### src/hdl/text_console_cursor_scroll_top_assert.svh
// ----------------------------------------------------------------------------
// Assertion macros for the text console cursor/scroll block
// Short wrappers for concurrent checks, clocked on the rising edge, reset off.
// ----------------------------------------------------------------------------
`ifndef TEXT_CONSOLE_CURSOR_SCROLL_TOP_ASSERT_SVH
`define TEXT_CONSOLE_CURSOR_SCROLL_TOP_ASSERT_SVH

// Same-cycle implication
`define TCCS_ASSERT_IMPLY(lbl, clk, rst, ante, cons, msg) \
  lbl: assert property (@(posedge clk) disable iff (rst) (ante) |-> (cons)) else $error(msg);

// Next-cycle implication
`define TCCS_ASSERT_NEXT(lbl, clk, rst, ante, cons, msg) \
  lbl: assert property (@(posedge clk) disable iff (rst) (ante) |=> (cons)) else $error(msg);

// Condition that must never hold
`define TCCS_ASSERT_NEVER(lbl, clk, rst, expr, msg) \
  lbl: assert property (@(posedge clk) disable iff (rst) !(expr)) else $error(msg);

`endif

### src/hdl/tccs_pkg.sv
// ----------------------------------------------------------------------------
// tccs_pkg
// Shared types, widths and character codes for the text console engine.
// ----------------------------------------------------------------------------
package tccs_pkg;

  // Screen geometry defaults
  localparam int COLUMNS_DEFAULT     = 80;
  localparam int ROWS_DEFAULT        = 25;
  localparam int TAB_ADVANCE_DEFAULT = 4;

  // Port field widths
  localparam int CMD_W     = 2;
  localparam int CHAR_W    = 8;
  localparam int ATTR_W    = 8;
  localparam int IDX_W     = 11;
  localparam int POS_W     = 11;
  localparam int ROW_OUT_W = 5;
  localparam int COL_OUT_W = 7;
  localparam int CELL_W    = CHAR_W + ATTR_W;

  // Command queue depth
  localparam int QUEUE_DEPTH = 2;

  // Character codes
  localparam logic [CHAR_W-1:0] CHAR_TAB     = 8'd9;
  localparam logic [CHAR_W-1:0] CHAR_NEWLINE = 8'd10;
  localparam logic [CHAR_W-1:0] CHAR_SPACE   = 8'd32;

  // Command codes on the input port
  typedef enum logic [CMD_W-1:0] {
    CMD_PUT_CHAR  = 2'd0,
    CMD_BACKSPACE = 2'd1,
    CMD_CLEAR     = 2'd2,
    CMD_READ      = 2'd3
  } cmd_t;

  // Classified operation handed to the execution side
  typedef enum logic [2:0] {
    OP_CHAR,
    OP_TAB,
    OP_NEWLINE,
    OP_BACKSPACE,
    OP_CLEAR,
    OP_READ
  } op_kind_t;

  typedef struct packed {
    op_kind_t          kind;
    logic [CHAR_W-1:0] char_code;
    logic [ATTR_W-1:0] attribute;
    logic [IDX_W-1:0]  cell_index;
  } op_t;

  // Queue status seen by both sides
  typedef struct packed {
    logic full;
    logic empty;
  } q_stat_t;

endpackage

### src/hdl/tccs_front.sv
// ----------------------------------------------------------------------------
// tccs_front
// Accepts command transactions and classifies them into queue operations.
// ----------------------------------------------------------------------------
module tccs_front (
  input  logic                          start,
  input  logic [tccs_pkg::CMD_W-1:0]    command,
  input  logic [tccs_pkg::CHAR_W-1:0]   char_code,
  input  logic [tccs_pkg::ATTR_W-1:0]   attribute,
  input  logic [tccs_pkg::IDX_W-1:0]    cell_index,
  input  tccs_pkg::q_stat_t             q_stat,
  output logic                          busy,
  output logic                          push,
  output tccs_pkg::op_t                 op
);
  import tccs_pkg::*;

  // Take a transaction whenever the queue has room
  assign busy = q_stat.full;
  assign push = start && !q_stat.full;

  // Classify command and character
  always_comb begin
    op.char_code  = char_code;
    op.attribute  = attribute;
    op.cell_index = cell_index;
    unique case (cmd_t'(command))
      CMD_PUT_CHAR: begin
        if (char_code == CHAR_NEWLINE) begin
          op.kind = OP_NEWLINE;
        end else if (char_code == CHAR_TAB) begin
          op.kind = OP_TAB;
        end else begin
          op.kind = OP_CHAR;
        end
      end
      CMD_BACKSPACE: op.kind = OP_BACKSPACE;
      CMD_CLEAR:     op.kind = OP_CLEAR;
      CMD_READ:      op.kind = OP_READ;
      default:       op.kind = OP_READ;
    endcase
  end

endmodule

### config.mk
export PLATFORM = sky130hd
export DESIGN_NAME = tccs_front
export DESIGN_NICKNAME = d
export VERILOG_FILES = /design/src/hdl/text_console_cursor_scroll_top_assert.svh /design/src/hdl/tccs_pkg.sv /design/src/hdl/tccs_front.sv
export SDC_FILE = /design/constraint.sdc
export NUM_CORES = 1
export LEC_CHECK = 0
export ABC_AREA = 1
export BUFFER_PORTS_ARGS = -buffer_cell sky130_fd_sc_hd__buf_2
export CORE_AREA = 2 2 39 41
export DETAILED_ROUTE_END_ITERATION = 7
export DIE_AREA = 0 0 41 43
export PLACE_DENSITY = 0.78
export SYNTH_ARGS = -nofsm -noshare
export SYNTH_HDL_FRONTEND = slang
export SYNTH_SLANG_ARGS = --single-unit
### constraint.sdc
create_clock -name vclk -period 0.8
set_input_delay 0 -clock vclk [all_inputs]
set_output_delay 0 -clock vclk [all_outputs]
set_load 0.03 [all_outputs]
== Word-level counts from Yosys, hierarchy flattened ==
Cells that the tools add are included.

* Add/subtract/negate cells: 0
* $mul: 0
* Divide/modulo/power cells: 0
* $lt $le $gt $ge: 0
* Equal/unequal tests: 5
* Shift operators: 0
* Multiplexer cells: 3
* Bitwise logic cells: 0
* Reduce and logical (&&, ||, !) cells: 3

{| class="wikitable"
|+ Operators with widths
! cell !! number
|-
| 8-bit by 4-bit == test with 1-bit output (second input constant) || 2
|-
| 3-bit one-hot mux with 4 select lines || 1
|-
| 2-bit == test (second input constant) || 2
|-
| 2-bit by 1-bit == test with 1-bit output (second input constant) || 1
|-
| 2-bit zero test || 1
|-
| 2-bit two-way mux || 1
|-
| 1-bit logical AND || 1
|-
| 1-bit zero test || 1
|-
| 1-bit two-way mux || 1
|}

* Register bits after elaboration: 0
* Latch bits: 0
* Memory bits (writable): 0
* Memory bits (read-only): 0
* Input bits: 32
* Output and inout port bits: 32
* Logic and storage cells: 11
* Memories: 0

== Longest topological paths before layout ==
Gate-level depths: netlist (run 1).

* Depth in word-level cells: 4
* Gate-level depth with buffers: 5
* Mapped depth without buffers: 5

== Worst setup path after synthesis (run 1) ==
OpenSTA, ideal clock, no wires.

* Path type: input to output
* From: in char_code[4] (netlist name)
* To: out op[28] (netlist name)
* Arrival time: 473 ps
* Required time: 800 ps
* Slack: 327 ps
* Cell stages on the path: 5
* Path buffers: 0
* Cells stage by stage: inv_1 -> nand2_1 -> nor2_2 -> nand3_1 -> nand2_1

{| class="wikitable"
|+ RTL lines
! element !! RTL line !! RTL
|-
| from (decl) || tccs_front.sv:8 || <nowiki>input logic [tccs_pkg::CHAR_W-1:0] char_code,</nowiki>
|-
| to (decl) || tccs_front.sv:14 || <nowiki>output tccs_pkg::op_t op</nowiki>
|}

==> impl_metrics.py, run 1 <==
metrics = {
    "cells_and_area": {
        "n_fill_cell": 161,
        "utilization": 0.177,
        "syn_to_final_growth_pct": -21.9,
        "seq_area_um2": 0,
        "num_antenna_cells": 0,
        "final_cells": 65,
        "n_clock_buffer": 0,
        "fin_area_um2": 245,
        "seq_cells": 0,
        "drive_gt1_frac": 0.571,
        "layout.nets": 83,
    },
    "placed_design": {
        "portBuffers": 25,
        "gp_congestion": 0.597,
        "dp_slack_ps": 128,
        "dpl.hpwl_um": 489,
        "placed_area_um2": 245,
        "placed_cells": 65,
    },
    "cts": {
        "post_cts_buffers": 0,
        "postCtsResizedCells": 0,
        "cts_hold_buf": 0,
    },
    "routing": {
        "drc": 0,
        "vias": 253,
        "route.detailed.wl_per_inst_um": 8.08,
        "firstDrtPassIters": 1,
        "post_drt_via_cell_ratio": 3.89,
        "drtAntennaViolNets": 0,
        "drt-total-wl_um": 525,
        "drt-initial-drc-count": 0,
    },
    "floorplan": {
        "rows": 14,
        "io_pins": 64,
        "die_area_um2": 1760,
        "die_y_um": 43,
        "fp.dieW_um": 41,
        "core-area_um2": 1380,
        "initial_utilization": 0.227,
    },
    "worst_setup_path": {
        "crit_chain": "buf_2, inv_1, nand2_1, nor2_2, nand3_1, nand2_1, buf_2",
        "cp-endpoint": "op[28]",
        "crit_type": "input port to primary output",
        "critPathSlowestCell": "buf_2",
        "critPathMaxStageDelay_ps": 190,
        "cp_max_fo": 2,
        "start_kind": "input port",
        "cp.required_ps": 800,
        "end_kind": "primary output",
        "cp.arrival_ps": 650,
        "startpoint": "char_code[4]",
    },
    "timing": {
        "holdWs_ps": 0.0132,
        "min_period_ps": 646,
        "finalSetupViolations": 0,
        "hold_viol": 0,
        "clock.fmax_mhz": 1550,
        "worstMarginPinSlew_ps": 162,
        "fin_ws_ps": 154,
        "finalMaxSlewViolations": 0,
        "rsz0062_at_grt": "no",
        "relSlewSlack": 0.892,
        "setup_tns_ps": 0,
        "timing.final.crit_share": 0.808,
    },
    "yosys": {
        "syn_area_per_cell_um2": 5.93,
        "synth.distinct_cells": 10,
        "ys_seq_area_frac": 0,
        "syn_nets": 85,
        "synth_area_um2": 314,
        "synthCells": 53,
        "yosys_warnings": 0,
    },
    "global_route": {
        "overflow": 0,
        "grt_usage": 0.0559,
        "grt_max_degree": 4,
        "first_global_vias": 215,
        "grt_pass1_wl_um": 738,
        "antenna_found_initial": 0,
    },
    "pwr": {
        "ir_worst_vdd_mv": 0.143,
        "p_leak_nw": 0.178,
        "power_density_nw_per_um2": 687,
        "power_mw": 0.168,
    },
    "min_path": {
        "hold_path_class": "input port to primary output",
    },
    "run_status": {
        "status": "finished clean",
    },
    "job": {
        "drv_cap": 0,
    },
}
-- how the worst min path moves through the flow --
stage | start | to | slack, ps | depth (start not counted)
4_1_cts | attribute[5] | op[16] | 0.2 | 0
3_5_place_dp | attribute[5] | op[16] | 0.2 | 0
6_report | cell_index[6] | op[6] | 0.01 | 0
5_1_grt | cell_index[6] | op[6] | 0.05 | 0
2_1_floorplan | q_stat[1] | push | 110 | 1
3_3_place_gp | attribute[5] | op[16] | 0.2 | 0
-- power by group --
part	internal [mW]	leakage (nW)	switching, mW
registers	0	0	0
clock network	0	0	0
logic	0.0550	0.178	0.113
-- area by class of cell --
cell class	instances	area [um^2]	area share
multi-input combinational	15	66.3	0.270
inverter	9	33.8	0.138
tap	16	20.0	0.0816
timing repair buffer	25	125	0.510
-- cell usage after synthesis --
cell / number / share of area
clkbuf_1: 1 / 0.012
nand2_1: 7 / 0.084
inv_2: 1 / 0.012
buf_4: 28 / 0.67
nand3_1: 1 / 0.016
nor2_2: 1 / 0.020
inv_1: 8 / 0.096
nand3b_1: 1 / 0.024
nand2_2: 1 / 0.020
nor2_1: 4 / 0.048
-- kinds of logic after synthesis --
family,after synthesis,share of synthesized area
buf+inv,38,0.789
simple gates,15,0.211
-- layout by cell type (no fill, tap or decap) --
cell type and n:
buf_2 25, inv_1 8, nand2_1 7, nor2_1 4, nand2_2 1, inv_2 1, nand3b_1 1, nor2_2 1
nand3_1 1
-- worst max-delay path: cells and delay by family --
family / cells / cell delay (ps)
and+or+nand+nor: 4 / 320
buffers and inverters: 3 / 330
-- metal layers --
metal | GRT usage | vias to the layer above | part of all wire
met3 | 0.0209 | 6 | 0.22
met1 | 0.0538 | 103 | 0.35
met4 | 0.0267 | 0 | 0.048
li1 | - | 115 | -
met2 | 0.0969 | 29 | 0.38
met5 | 0 | - | 0
Note: power is estimated with default switching activity, not from simulation.
==> inputs of run 2 (changes only) <==
--- a/config.mk
+++ b/config.mk
@@ -5,12 +5,12 @@
 export SDC_FILE = /design/constraint.sdc
 export NUM_CORES = 1
 export LEC_CHECK = 0
-export ABC_AREA = 1
+export ABC_AREA = 0
 export BUFFER_PORTS_ARGS = -buffer_cell sky130_fd_sc_hd__buf_2
 export CORE_AREA = 2 2 39 41
 export DETAILED_ROUTE_END_ITERATION = 7
 export DIE_AREA = 0 0 41 43
-export PLACE_DENSITY = 0.78
+export PLACE_DENSITY = 0.75
 export SYNTH_ARGS = -nofsm -noshare
 export SYNTH_HDL_FRONTEND = slang
 export SYNTH_SLANG_ARGS = --single-unit
==> impl_metrics.py, run 2 <==
metrics = {
    "cells_and_area": {
        "n_clock_buffer": 0,
        "seq_area_um2": 0,
        "seq_cells": 0,
        "final_cells": 48,
        "layout_commonest_cell": "buf_2",
        "syn_to_final_growth_pct": -6.70,
        "utilization": 0.189,
        "drive_gt1_frac": 0.938,
        "final_cell_mix": "buf_2, buf_6",
        "num_antenna_cells": 0,
        "layout.nets": 66,
    },
    "routing": {
        "drt-initial-drc-count": 0,
        "firstDrtPassIters": 1,
        "drt-total-wl_um": 482,
        "drtAntennaViolNets": 0,
        "route.detailed.wl_per_inst_um": 10.0,
        "post_drt_via_cell_ratio": 3.90,
        "vias": 187,
        "drc": 0,
    },
    "timing": {
        "clock.fmax_mhz": 1310,
        "rsz0062_at_grt": "yes",
        "hold_viol": 0,
        "relSlewSlack": 0.830,
        "finalSetupViolations": 0,
        "worstMarginPinSlew_ps": 253,
        "finalMaxSlewViolations": 0,
        "holdWs_ps": 0.0132,
        "min_period_ps": 766,
        "timing.final.crit_share": 0.957,
    },
    "worst_setup_path": {
        "cp_max_fo": 2,
        "end_kind": "primary output",
        "start_kind": "input port",
        "cp.arrival_ps": 770,
        "cp.required_ps": 800,
        "crit_type": "input port to primary output",
    },
    "job": {
        "drv_cap": 0,
    },
    "pwr": {
        "power_density_nw_per_um2": 719,
        "p_leak_nw": 0.133,
        "power_frac_clock": 0,
        "pwr-share-comb": 1.000,
        "switching_share": 0.613,
        "p_sw_mw": 0.115,
        "ir_worst_vdd_mv": 0.120,
        "internal_power_mw": 0.0728,
        "seq_power_share": 0,
    },
    "floorplan": {
        "core-area_um2": 1380,
        "fp.dieW_um": 41,
        "die_y_um": 43,
        "io_pins": 64,
        "initial_utilization": 0.203,
        "rows": 14,
        "die_area_um2": 1760,
    },
    "yosys": {
        "yosys.area.top_type": "buf_4",
        "syn_area_per_cell_um2": 7.79,
        "synth_top_family_by_area": "buffers and inverters",
        "syn_nets": 68,
        "synth_xor_area_frac": 0,
        "post-synth-top-count-cell": "buf_4",
        "yosys_warnings": 0,
        "synthCells": 36,
        "ys_seq_area_frac": 0,
        "synth_top_area_frac": 0.750,
        "synth.distinct_cells": 9,
        "synth_compound_area_frac": 0.0491,
        "synth.mux.area_fraction": 0,
        "synth_area_leaders": "buf_4, nor4_4, nor4bb_1",
        "synth_adder_area_share": 0,
        "synth_area_um2": 280,
        "yosys.area_share.simple": 0.188,
    },
    "global_route": {
        "grt_pass1_wl_um": 358,
        "first_global_vias": 108,
        "grt_max_degree": 4,
        "antenna_found_initial": 0,
        "overflow": 0,
        "grt_usage": 0.0260,
    },
    "cts": {
        "cts_hold_buf": 0,
    },
    "run_status": {
        "status": "finished clean",
    },
    "min_path": {
        "hold_path_class": "input port to primary output",
    },
    "placed_design": {
        "placed_cells": 48,
        "gp_congestion": 0.504,
        "portBuffers": 25,
    },
}
## run 2: power by group through the flow
| stage | Combinational [mW] | Clock (mW) | Sequential [mW] |
|---|---|---|---|
| after global placement | 0.161 | 0 | 0 |
| final | 0.188 | 0 | 0 |
| after detailed placement | 0.163 | 0 | 0 |
| after floorplan | 0.301 | 0 | 0 |
| after CTS | 0.165 | 0 | 0 |
| after global routing | 0.200 | 0 | 0 |
## run 2: critical path, cell delays in order
cell and delay, ps:
buf_8 100, nor4_4 310, a21oi_2 100, nor2_2 130, buf_6 140
## run 2: final cells by class
cell class | count | area (um^2)
Fill cell | 154 | 1120
Multi-Input combinational cell | 7 | 91.3
Tap cell | 16 | 20.0
Timing Repair Buffer | 25 | 150
## run 2: kinds of logic (layout without fill, tap and decap cells)
logic type      after synthesis  in the layout
simple gates                  5              5
compound gates                2              2
buf+inv                      29             25
## run 2: path summary, 6_finish.rpt
check / end / cells past startpoint / from
max: op[28] / 5 / char_code[6]
min: op[11] / 0 / attribute[0]
## run 2: repair_timing
action                     4_1_cts  5_1_grt
pin swaps                        0        4
resized for setup                1       12
setup buffers                    0        0
setup endpoints to repair        1        2
## run 2: per-layer routing
layer	wire, um	up-vias	GRT usage
li1	-	80	-
met1	134	84	0.0127
met2	239	21	0.0625
met3	105	2	0.00524
met4	2	0	0.00667
met5	0	-	0
## run 2: stage by stage
stage / power (mW) / cell area (um^2) / setup WS (ps) / setup TNS, ps
after global placement: 0.161 / 211 / 12.9 / 0
after floorplan: 0.301 / 280 / 161 / 0
final: 0.188 / 262 / 34.4 / 0
after detailed placement: 0.163 / 211 / -4.23 / -4.23
after CTS: 0.165 / 214 / 26.5 / 0
after global routing: 0.200 / 262 / -40.5 / -40.5
