==> config.mk <==
export PLATFORM = sky130hd
export DESIGN_NAME = tccs_queue
export DESIGN_NICKNAME = d
export VERILOG_FILES = /design/src/hdl/text_console_cursor_scroll_top_assert.svh /design/src/hdl/tccs_pkg.sv /design/src/hdl/tccs_queue.sv
export SDC_FILE = /design/constraint.sdc
export NUM_CORES = 1
export LEC_CHECK = 0
export ABC_AREA = 1
export ABC_CLOCK_PERIOD_IN_PS = 2500
export BUFFER_PORTS_ARGS = -buffer_cell sky130_fd_sc_hd__buf_2
export CORE_UTILIZATION = 30
export CTS_CLUSTER_DIAMETER = 40
export DETAILED_ROUTE_END_ITERATION = 10
export GPL_ROUTABILITY_DRIVEN = 0
export GPL_TIMING_DRIVEN = 0
export PLACE_DENSITY = 0.59
export SLEW_MARGIN = 20
export SYNTH_ARGS = -nofsm -noshare
export SYNTH_HDL_FRONTEND = slang
export SYNTH_SLANG_ARGS = --single-unit
==> constraint.sdc <==
create_clock -name clk -period 2.5 [get_ports clk]
set_input_delay 0.375 -clock clk [delete_from_list [all_inputs] [get_ports clk]]
set_output_delay 0.375 -clock clk [all_outputs]
set_load 0.005 [all_outputs]
==> src/hdl/text_console_cursor_scroll_top_assert.svh <==
// ----------------------------------------------------------------------------
// Assertion macros for the text console cursor/scroll block
// Short wrappers for concurrent checks, clocked on the rising edge, reset off.
// ----------------------------------------------------------------------------
`ifndef TEXT_CONSOLE_CURSOR_SCROLL_TOP_ASSERT_SVH
`define TEXT_CONSOLE_CURSOR_SCROLL_TOP_ASSERT_SVH

// Same-cycle implication
`define TCCS_ASSERT_IMPLY(lbl, clk, rst, ante, cons, msg) \
  lbl: assert property (@(posedge clk) disable iff (rst) (ante) |-> (cons)) else $error(msg);

// Next-cycle implication
`define TCCS_ASSERT_NEXT(lbl, clk, rst, ante, cons, msg) \
  lbl: assert property (@(posedge clk) disable iff (rst) (ante) |=> (cons)) else $error(msg);

// Condition that must never hold
`define TCCS_ASSERT_NEVER(lbl, clk, rst, expr, msg) \
  lbl: assert property (@(posedge clk) disable iff (rst) !(expr)) else $error(msg);

`endif

==> src/hdl/tccs_pkg.sv <==
// ----------------------------------------------------------------------------
// tccs_pkg
// Shared types, widths and character codes for the text console engine.
// ----------------------------------------------------------------------------
package tccs_pkg;

  // Screen geometry defaults
  localparam int COLUMNS_DEFAULT     = 80;
  localparam int ROWS_DEFAULT        = 25;
  localparam int TAB_ADVANCE_DEFAULT = 4;

  // Port field widths
  localparam int CMD_W     = 2;
  localparam int CHAR_W    = 8;
  localparam int ATTR_W    = 8;
  localparam int IDX_W     = 11;
  localparam int POS_W     = 11;
  localparam int ROW_OUT_W = 5;
  localparam int COL_OUT_W = 7;
  localparam int CELL_W    = CHAR_W + ATTR_W;

  // Command queue depth
  localparam int QUEUE_DEPTH = 2;

  // Character codes
  localparam logic [CHAR_W-1:0] CHAR_TAB     = 8'd9;
  localparam logic [CHAR_W-1:0] CHAR_NEWLINE = 8'd10;
  localparam logic [CHAR_W-1:0] CHAR_SPACE   = 8'd32;

  // Command codes on the input port
  typedef enum logic [CMD_W-1:0] {
    CMD_PUT_CHAR  = 2'd0,
    CMD_BACKSPACE = 2'd1,
    CMD_CLEAR     = 2'd2,
    CMD_READ      = 2'd3
  } cmd_t;

  // Classified operation handed to the execution side
  typedef enum logic [2:0] {
    OP_CHAR,
    OP_TAB,
    OP_NEWLINE,
    OP_BACKSPACE,
    OP_CLEAR,
    OP_READ
  } op_kind_t;

  typedef struct packed {
    op_kind_t          kind;
    logic [CHAR_W-1:0] char_code;
    logic [ATTR_W-1:0] attribute;
    logic [IDX_W-1:0]  cell_index;
  } op_t;

  // Queue status seen by both sides
  typedef struct packed {
    logic full;
    logic empty;
  } q_stat_t;

endpackage

==> src/hdl/tccs_queue.sv <==
// ----------------------------------------------------------------------------
// tccs_queue
// Short FIFO of classified operations between front and back.
// ----------------------------------------------------------------------------
module tccs_queue (
  input  logic              clk,
  input  logic              rst,
  input  logic              push,
  input  tccs_pkg::op_t     push_op,
  input  logic              pop,
  output tccs_pkg::op_t     head_op,
  output tccs_pkg::q_stat_t q_stat
);
  import tccs_pkg::*;

  localparam int QAW = (QUEUE_DEPTH > 1) ? $clog2(QUEUE_DEPTH) : 1;
  localparam int QCW = $clog2(QUEUE_DEPTH + 1);

  op_t            entries [QUEUE_DEPTH];
  logic [QAW-1:0] wptr;
  logic [QAW-1:0] rptr;
  logic [QCW-1:0] count;

  function automatic logic [QAW-1:0] ptr_inc(input logic [QAW-1:0] p);
    if (p == QAW'(QUEUE_DEPTH - 1)) begin
      return '0;
    end
    return QAW'(p + 1'b1);
  endfunction

  assign head_op      = entries[rptr];
  assign q_stat.full  = (count == QCW'(QUEUE_DEPTH));
  assign q_stat.empty = (count == '0);

  // Storage, no reset needed
  always_ff @(posedge clk) begin
    if (push) begin
      entries[wptr] <= push_op;
    end
  end

  // Pointers and fill count
  always_ff @(posedge clk) begin
    if (rst) begin
      wptr  <= '0;
      rptr  <= '0;
      count <= '0;
    end else begin
      if (push) begin
        wptr <= ptr_inc(wptr);
      end
      if (pop) begin
        rptr <= ptr_inc(rptr);
      end
      if (push && !pop) begin
        count <= QCW'(count + 1'b1);
      end else if (pop && !push) begin
        count <= QCW'(count - 1'b1);
      end
    end
  end

endmodule

# Yosys cells after proc, flatten, opt, wreduce, memory -nomap -nowiden
# Memory sizes are Yosys's and may differ from the RTL's. A register that Yosys moved wholly into a read port is not among the register bits.
# Index checks and enable logic that the tools add are counted.
# op_classes
n_addsub,4
n_eq_ne,1
n_mux,16
n_reduce_logical,6
# ops
operator,n
2-to-1 mux 1 bit,14
2-to-1 mux 2 bit,2
adder 1 bit (second input constant),2
adder 2 x 1 -> 2 bit (second input constant),1
equality test 2 bit (second input constant),1
logical AND 1 bit,2
zero test 1 bit,2
zero test 2 bit,1
nonzero test 2 bit,1
subtractor 2 x 1 -> 2 bit (second input constant),1
# totals
reg_bits,4
mem_bits_rw,60
inputBits,34
out_inout_bits,32
elab_cells,31
mem_count,1
# memory_table
name,words,word_bits,rd,rd_clocked_by_memory_dff,wr,line,rtl
entries,2,30,1,1,1,tccs_queue.sv:19,op_t entries [QUEUE_DEPTH];

# Logic depth before layout (Yosys ltp)
# Gate-level depths: netlist (run 1).
# logic_depth
ltp_word,6
ltp_mapped,8
mapped_depth_nobuf,8

# Worst setup path before layout (run 1)
# Ideal clock, no wire load.
# synth_path
path_type,input -> register
startpoint,input push
endpoint,memory entries[0][0] in the netlist's numbering (enable)
setup_time_ps,418
arrival_ps,1681
required_time_ps,2082
path_slack_ps,402
path_stages,2
path_buffers,0
path_cell_list,inv_1 > nor2_1
# synth_between
elab_chain_len,2
# synth_lines
item,line,rtl
"start, declared",tccs_queue.sv:8,"input logic push,"
2-to-1 mux 1 bit,tccs_queue.sv:37,if (push) begin
2-to-1 mux 1 bit (not written as such),tccs_queue.sv:38,entries[wptr] <= push_op;
"end, declared",tccs_queue.sv:19,
# Every way passes these cells.

==> flow_metrics.py, run 1 <==
metrics = {
    "global_routing": {
        "overflow": 0,
        "grt_pass1_wl_mm": 6.32,
        "grt_max_degree": 32,
        "grt_pass1_vias": 1311,
        "grt_util_all_layers": 0.103,
        "antenna_found_initial": 0,
    },
    "clock_network": {
        "ctsResizeCount": 0,
        "clk_pin_slew_worst_paths_ns": 0.07,
        "cts_buffers": 9,
        "cts-hold-fix-buffers": 0,
        "cts-root-buf": "clkbuf_8",
        "clock_sinks": 65,
        "clockBufferDepth": 2,
        "post_cts_buffers": 0,
        "clock_latency_ns": 0.32,
        "htree_levels": 3,
        "tritoncts": "built",
    },
    "synthesis": {
        "ys_ff_latch": 65,
        "synthCells": 126,
        "mappedNetlistArea_mm2": 0.00251,
        "synthDistinctLibCells": 14,
        "synth_seq_area_share": 0.757,
        "ys_warn_count": 0,
        "syn_nets": 161,
        "postSynthAreaPerCell_um2": 19.9,
    },
    "final_layout": {
        "multi_input_area_um2": 551,
        "fin_area_mm2": 0.00318,
        "fill_cells": 799,
        "ff_latch_area_mm2": 0.00190,
        "layout-drive-gt1-share": 0.538,
        "area_growth_pct": 26.6,
        "n_antenna_cell": 0,
        "final_nets": 238,
    },
    "setup_path": {
        "crit_end": "head_op[10]",
        "r2r_cells": 2,
        "critPathMaxFanout": 10,
        "reg2reg_slack_ns": 1.11,
        "crit_type": "reg -> out",
        "critical_path_arrival_ns": 1.39,
        "end_kind": "primary output",
        "crit_required_ns": 2.12,
        "r2r-end": "entries[1][5]",
        "rr_startpoint": "wptr",
        "start_kind": "flop",
    },
    "timing": {
        "slew_headroom": 0.515,
        "min_period_ns": 1.77,
        "final.setup.worst_slack_ns": 0.730,
        "fmax_mhz": 565,
        "rsz0062_at_grt": "no",
        "worst_pin_slew_ns": 0.726,
        "hold_viol": 0,
        "setup_viol": 0,
        "slew_viol_final": 0,
        "skew_ns": 0.00441,
        "tns_ns": 0,
        "final.period_utilization": 0.708,
    },
    "routing": {
        "dr.pass1.iters": 4,
        "vias": 1309,
        "drtAntennaViolNets": 0,
        "vias_per_cell": 4.18,
        "drc_errors": 0,
        "drt_iter0_drc": 41,
        "post_drt_wl_per_cell_um": 13.2,
        "wl_mm": 4.12,
    },
    "placed_design": {
        "dp_hpwl_mm": 2.73,
        "placed_area_mm2": 0.00300,
        "place_ws_ns": 0.968,
        "portBuffers": 65,
    },
    "hold_path": {
        "hold_depth": 1,
        "min_path_type": "in -> reg",
    },
    "power": {
        "ir_drop_mv": 0.346,
        "total_power_uw": 2360,
        "p_leak_uw": 0.00129,
        "power_density_mw_per_mm2": 743,
    },
    "die": {
        "die_w_um": 93.5,
        "die_area_mm2": 0.00875,
        "core_mm2": 0.00818,
        "top_level_ports": 66,
        "rows": 33,
        "start_util": 0.307,
        "die_h_um": 93.5,
    },
    "flow_run": {
        "drv_cap": 0,
    },
    "status": {
        "status": "completed",
    },
}
-- per-stage QoR --
| stage | hold slack, ns | utilization | std cells |
|---|---|---|---|
| 5_1_grt | 0.197 | 0.389 | 313 |
| 6_report | 0.239 | 0.389 | 313 |
| 4_1_cts | 0.210 | 0.389 | 313 |
| 2_1_floorplan | 0.447 | - | 126 |
| 3_3_place_gp | 0.500 | 0.363 | 296 |
| 3_5_place_dp | 0.510 | 0.367 | 297 |
-- cells in the mapped netlist, drive strengths merged --
master | number | area [um2]
dfxtp | 5 | 100
xnor2 | 1 | 8.76
ha | 1 | 12.5
o21ai | 1 | 5.00
edfxtp | 60 | 1800
nor2 | 7 | 26.3
nor3 | 1 | 5.00
nand4 | 1 | 6.26
nand3 | 1 | 5.00
buf | 3 | 33.8
inv | 9 | 33.8
a21oi | 1 | 5.00
mux2 | 30 | 450
nand2 | 5 | 18.8
-- routing by layer --
metal | GRT usage | share of wire
met4 | 0.0500 | 0.010
met3 | 0.0537 | 0.069
met1 | 0.113 | 0.42
met5 | 0 | 0
met2 | 0.164 | 0.50
-- area by class of cell --
class | instances | share of cell area
repair buffers | 66 | 0.111
plain buffers | 3 | 0.0106
flip-flops and latches | 65 | 0.598
well taps | 105 | 0.0413
clock buffers | 11 | 0.0413
multi-input cells | 49 | 0.173
clock inverters | 5 | 0.0145
inverters | 9 | 0.0106
-- worst min-delay path by stage --
stage / from / end / slack [ns]
finish: push_op[14] / entries[1][14] / 0.24
global route: push_op[14] / entries[1][14] / 0.20
CTS: push_op[3] / entries[0][3] / 0.21
detailed placement: rptr / rptr / 0.51
global placement: wptr / wptr / 0.50
floorplan: rst / flop / 0.45
-- logic make-up (layout without fill, tap and decap cells) --
kind of cell / Yosys count / in the layout / synth area share
AO/OA/AOI/OAI: 2 / 2 / 0.00398
multiplexers: 30 / 30 / 0.179
XOR/XNOR: 1 / 1 / 0.00349
flip-flops: 65 / 65 / 0.757
adder cells (fa/ha/maj): 1 / 1 / 0.00498
buffers and inverters: 12 / 94 / 0.0269
AND/OR/NAND/NOR: 15 / 15 / 0.0244
-- critical path, stage by stage (launching register included) --
cell and delay [ns]:
dfxtp_1 0.41, buf_6 0.21, mux2_4 0.31, buf_2 0.14
-- placed cells by master (no fill, tap or decap), types with 2 or more instances in the layout --
| cell type | instances |
|---|---|
| buf_2 | 65 |
| edfxtp_1 | 60 |
| mux2_4 | 30 |
| clkbuf_8 | 9 |
| inv_1 | 8 |
| nor2_1 | 6 |
| nand2_1 | 5 |
| dfxtp_1 | 5 |
| buf_6 | 3 |
| clkinv_1 | 3 |
| clkbuf_1 | 2 |
-- flip-flops by register name, indices dropped and copies added, names as in the netlist, named ones only --
| signal | flops |
|---|---|
| count | 2 |
| entries | 60 |
| rptr | 1 |
| wptr | 1 |
-- power by group --
group	switching [uW]	total (uW)	leakage (uW)	internal [uW]
Combinational	120	279	0.000598	159
Clock	360	810	0.0000898	450
Sequential	18.8	1270	0.000605	1260
Total	499	2360	0.00129	1860
Power figures use the tool's default switching activity.
==> run 2, diff against run 1 <==
Settings changed: ABC_AREA 1 to 0, ABC_CLOCK_PERIOD_IN_PS 2500 to 1840, PLACE_DENSITY 0.59 to 0.6.
Clock period 2.5 ns to 1.84 ns, I/O delays scaled along.
==> run 2 against run 1 <==
Compared with the run above:
- flip-flop and latch count unchanged
- non-clock buffer count up 1
- critical path depth unchanged
- first-iteration DRC count down 34%
- register-to-register slack worse by 0.62 ns
- die area down 5.9%
- via count down 4.0%
- clock skew about the same
- largest cell class unchanged
==> flow_metrics.py, run 2 <==
metrics = {
    "power": {
        "p_leak_uw": 0.00116,
        "power_density_mw_per_mm2": 1020,
        "total_power_uw": 3110,
        "ir_drop_mv": 0.540,
    },
    "synthesis": {
        "synthAdderAreaFrac": 0.00530,
        "syn_nets": 150,
        "synth_seq_area_share": 0.805,
        "synth-simple-area-share": 0.0196,
        "async_flop_share": 0,
        "synth_flop_cell": "edfxtp_1",
        "synth_top_area_cell": "edfxtp_1",
        "synth_xor_area_frac": 0.0148,
        "mappedNetlistArea_mm2": 0.00236,
        "ys_ff_latch": 65,
        "synth_top_family_by_area": "multiplexers",
        "ys_top_cells_by_count": "60 x edfxtp_1, 30 x mux2_2, 5 x dfxtp_1, 5 x nor2_1, 3 x buf_2",
        "synthMuxAreaShare": 0.143,
        "synth-compound-area-share": 0.00424,
        "synthTopCellsByArea": "edfxtp_1 76%, mux2_2 14%, dfxtp_1 4.2%, nor2_1 0.79%, xnor2_1 0.74%",
        "synthDistinctLibCells": 15,
        "synthCells": 115,
        "yosysMostFrequentCell": "edfxtp_1",
        "netlist.area_leader.share": 0.763,
        "ys_warn_count": 0,
        "synth-edff-count": 60,
        "postSynthAreaPerCell_um2": 20.5,
    },
    "final_layout": {
        "area_growth_pct": 29.2,
        "layout_common_cells": "66 x buf_2, 60 x edfxtp_1, 30 x mux2_2",
        "final_nets": 228,
        "fin_util": 0.410,
        "n_antenna_cell": 0,
        "top_regs": "entries (60), count (2)",
        "regMostFlops": "entries",
        "largest_register_ffs": 60,
        "layout-drive-gt1-share": 0.601,
        "final_common_cell": "buf_2",
    },
    "setup_path": {
        "crit_type": "reg -> out",
        "critical_path_arrival_ns": 1.44,
        "critPathMaxFanout": 10,
        "start_kind": "flop",
        "end_kind": "primary output",
        "crit_required_ns": 1.56,
    },
    "routing": {
        "post_drt_wl_per_cell_um": 13.3,
        "drtAntennaViolNets": 0,
        "drt_iter0_drc": 27,
        "vias": 1256,
        "drc_errors": 0,
        "vias_per_cell": 4.23,
        "dr.pass1.iters": 4,
        "wl_mm": 3.96,
    },
    "timing": {
        "fmax_mhz": 583,
        "worst_pin_slew_ns": 0.512,
        "slew_viol_final": 0,
        "slew_headroom": 0.658,
        "skew_ns": 0.00466,
        "min_period_ns": 1.71,
        "rsz0062_at_grt": "yes",
        "final.period_utilization": 0.932,
        "setup_viol": 0,
        "hold_viol": 0,
        "tns_ns": 0,
    },
    "die": {
        "core_mm2": 0.00745,
        "die_w_um": 90.7,
        "start_util": 0.317,
        "die_area_mm2": 0.00823,
        "top_level_ports": 66,
        "die_h_um": 90.7,
        "rows": 31,
    },
    "clock_network": {
        "cts-root-buf": "clkbuf_8",
        "clk_pin_slew_worst_paths_ns": 0.07,
        "cts_buffers": 9,
        "clock_latency_ns": 0.33,
        "clock_sinks": 65,
        "clockBufferDepth": 2,
        "post_cts_buffers": 0,
        "htree_levels": 3,
        "tritoncts": "built",
    },
    "status": {
        "status": "completed",
    },
    "global_routing": {
        "grt_max_degree": 18,
        "grt_pass1_vias": 1345,
        "overflow": 0,
        "antenna_found_initial": 0,
        "grt_pass1_wl_mm": 6.43,
        "grt_util_all_layers": 0.107,
    },
    "flow_run": {
        "drv_cap": 0,
    },
    "placed_design": {
        "portBuffers": 65,
        "dp_hpwl_mm": 2.70,
    },
    "hold_path": {
        "min_path_type": "in -> reg",
    },
}
[run 2: worst paths after layout]
| path | start | endpoint | slack (ns) | depth (start not counted) |
|---|---|---|---|---|
| max | flop | head_op[22] | 0.13 | 3 |
| min | push_op[3] | entries[1][3] | 0.12 | 1 |
| max reg2reg | wptr | entries[1][19] | 0.49 | 2 |
| min reg2reg | count[1] | count[1] | 0.51 | 2 |
[run 2: layout make-up]
cell class	instances	area, um2
multi-input combinational	46	450
timing repair buffer	67	380
inverter	1	3.75
clock inverter	7	47.5
fill	724	4400
sequential	65	1900
buffer	3	20.0
clock buffer	9	124
tap	99	124
[run 2: stage by stage]
step / instance area (um2) / instances / worst slack (ns) / hold WS, ns
after floorplan: 2360 / 115 / 0.305 / 0.345
after global placement: 2810 / 279 / -0.287 / 0.464
after detailed placement: 2880 / 281 / 0.406 / 0.467
after CTS: 3050 / 297 / 0.0365 / 0.104
after global routing: 3050 / 297 / -0.00103 / 0.101
final: 3050 / 297 / 0.125 / 0.125
[run 2: critical path, stage by stage, from the launching register on]
cell and delay [ns]:
dfxtp_1 0.35, buf_2 0.25, mux2_2 0.37, buf_2 0.13
[run 2: routing by layer]
layer	up-vias	wire, um	track usage	share of wire
met5	-	0	0	0
met4	0	89	0.0645	0.023
met3	9	303	0.0530	0.077
met2	45	1900	0.164	0.48
met1	601	1660	0.121	0.42
li1	601	-	-	-
[run 2: power by group]
part	switching (uW)	total, uW	internal, uW
clock network	531	1020	484
logic	159	351	192
registers	27.4	1750	1720
[run 2: cells by family (layout without fill, tap and decap cells)]
kind of cell,after synthesis,in the layout
buffers and inverters,4,87
flip-flops,65,65
XOR/XNOR,4,4
AND/OR/NAND/NOR,9,9
multiplexers,30,30
AO/OA/AOI/OAI,2,2
adder cells (fa/ha/maj),1,1
[run 2: what timing repair did]
item	CTS	global route
setup endpoints to repair	0	3
resized for setup	0	2
hold buffers	0	0
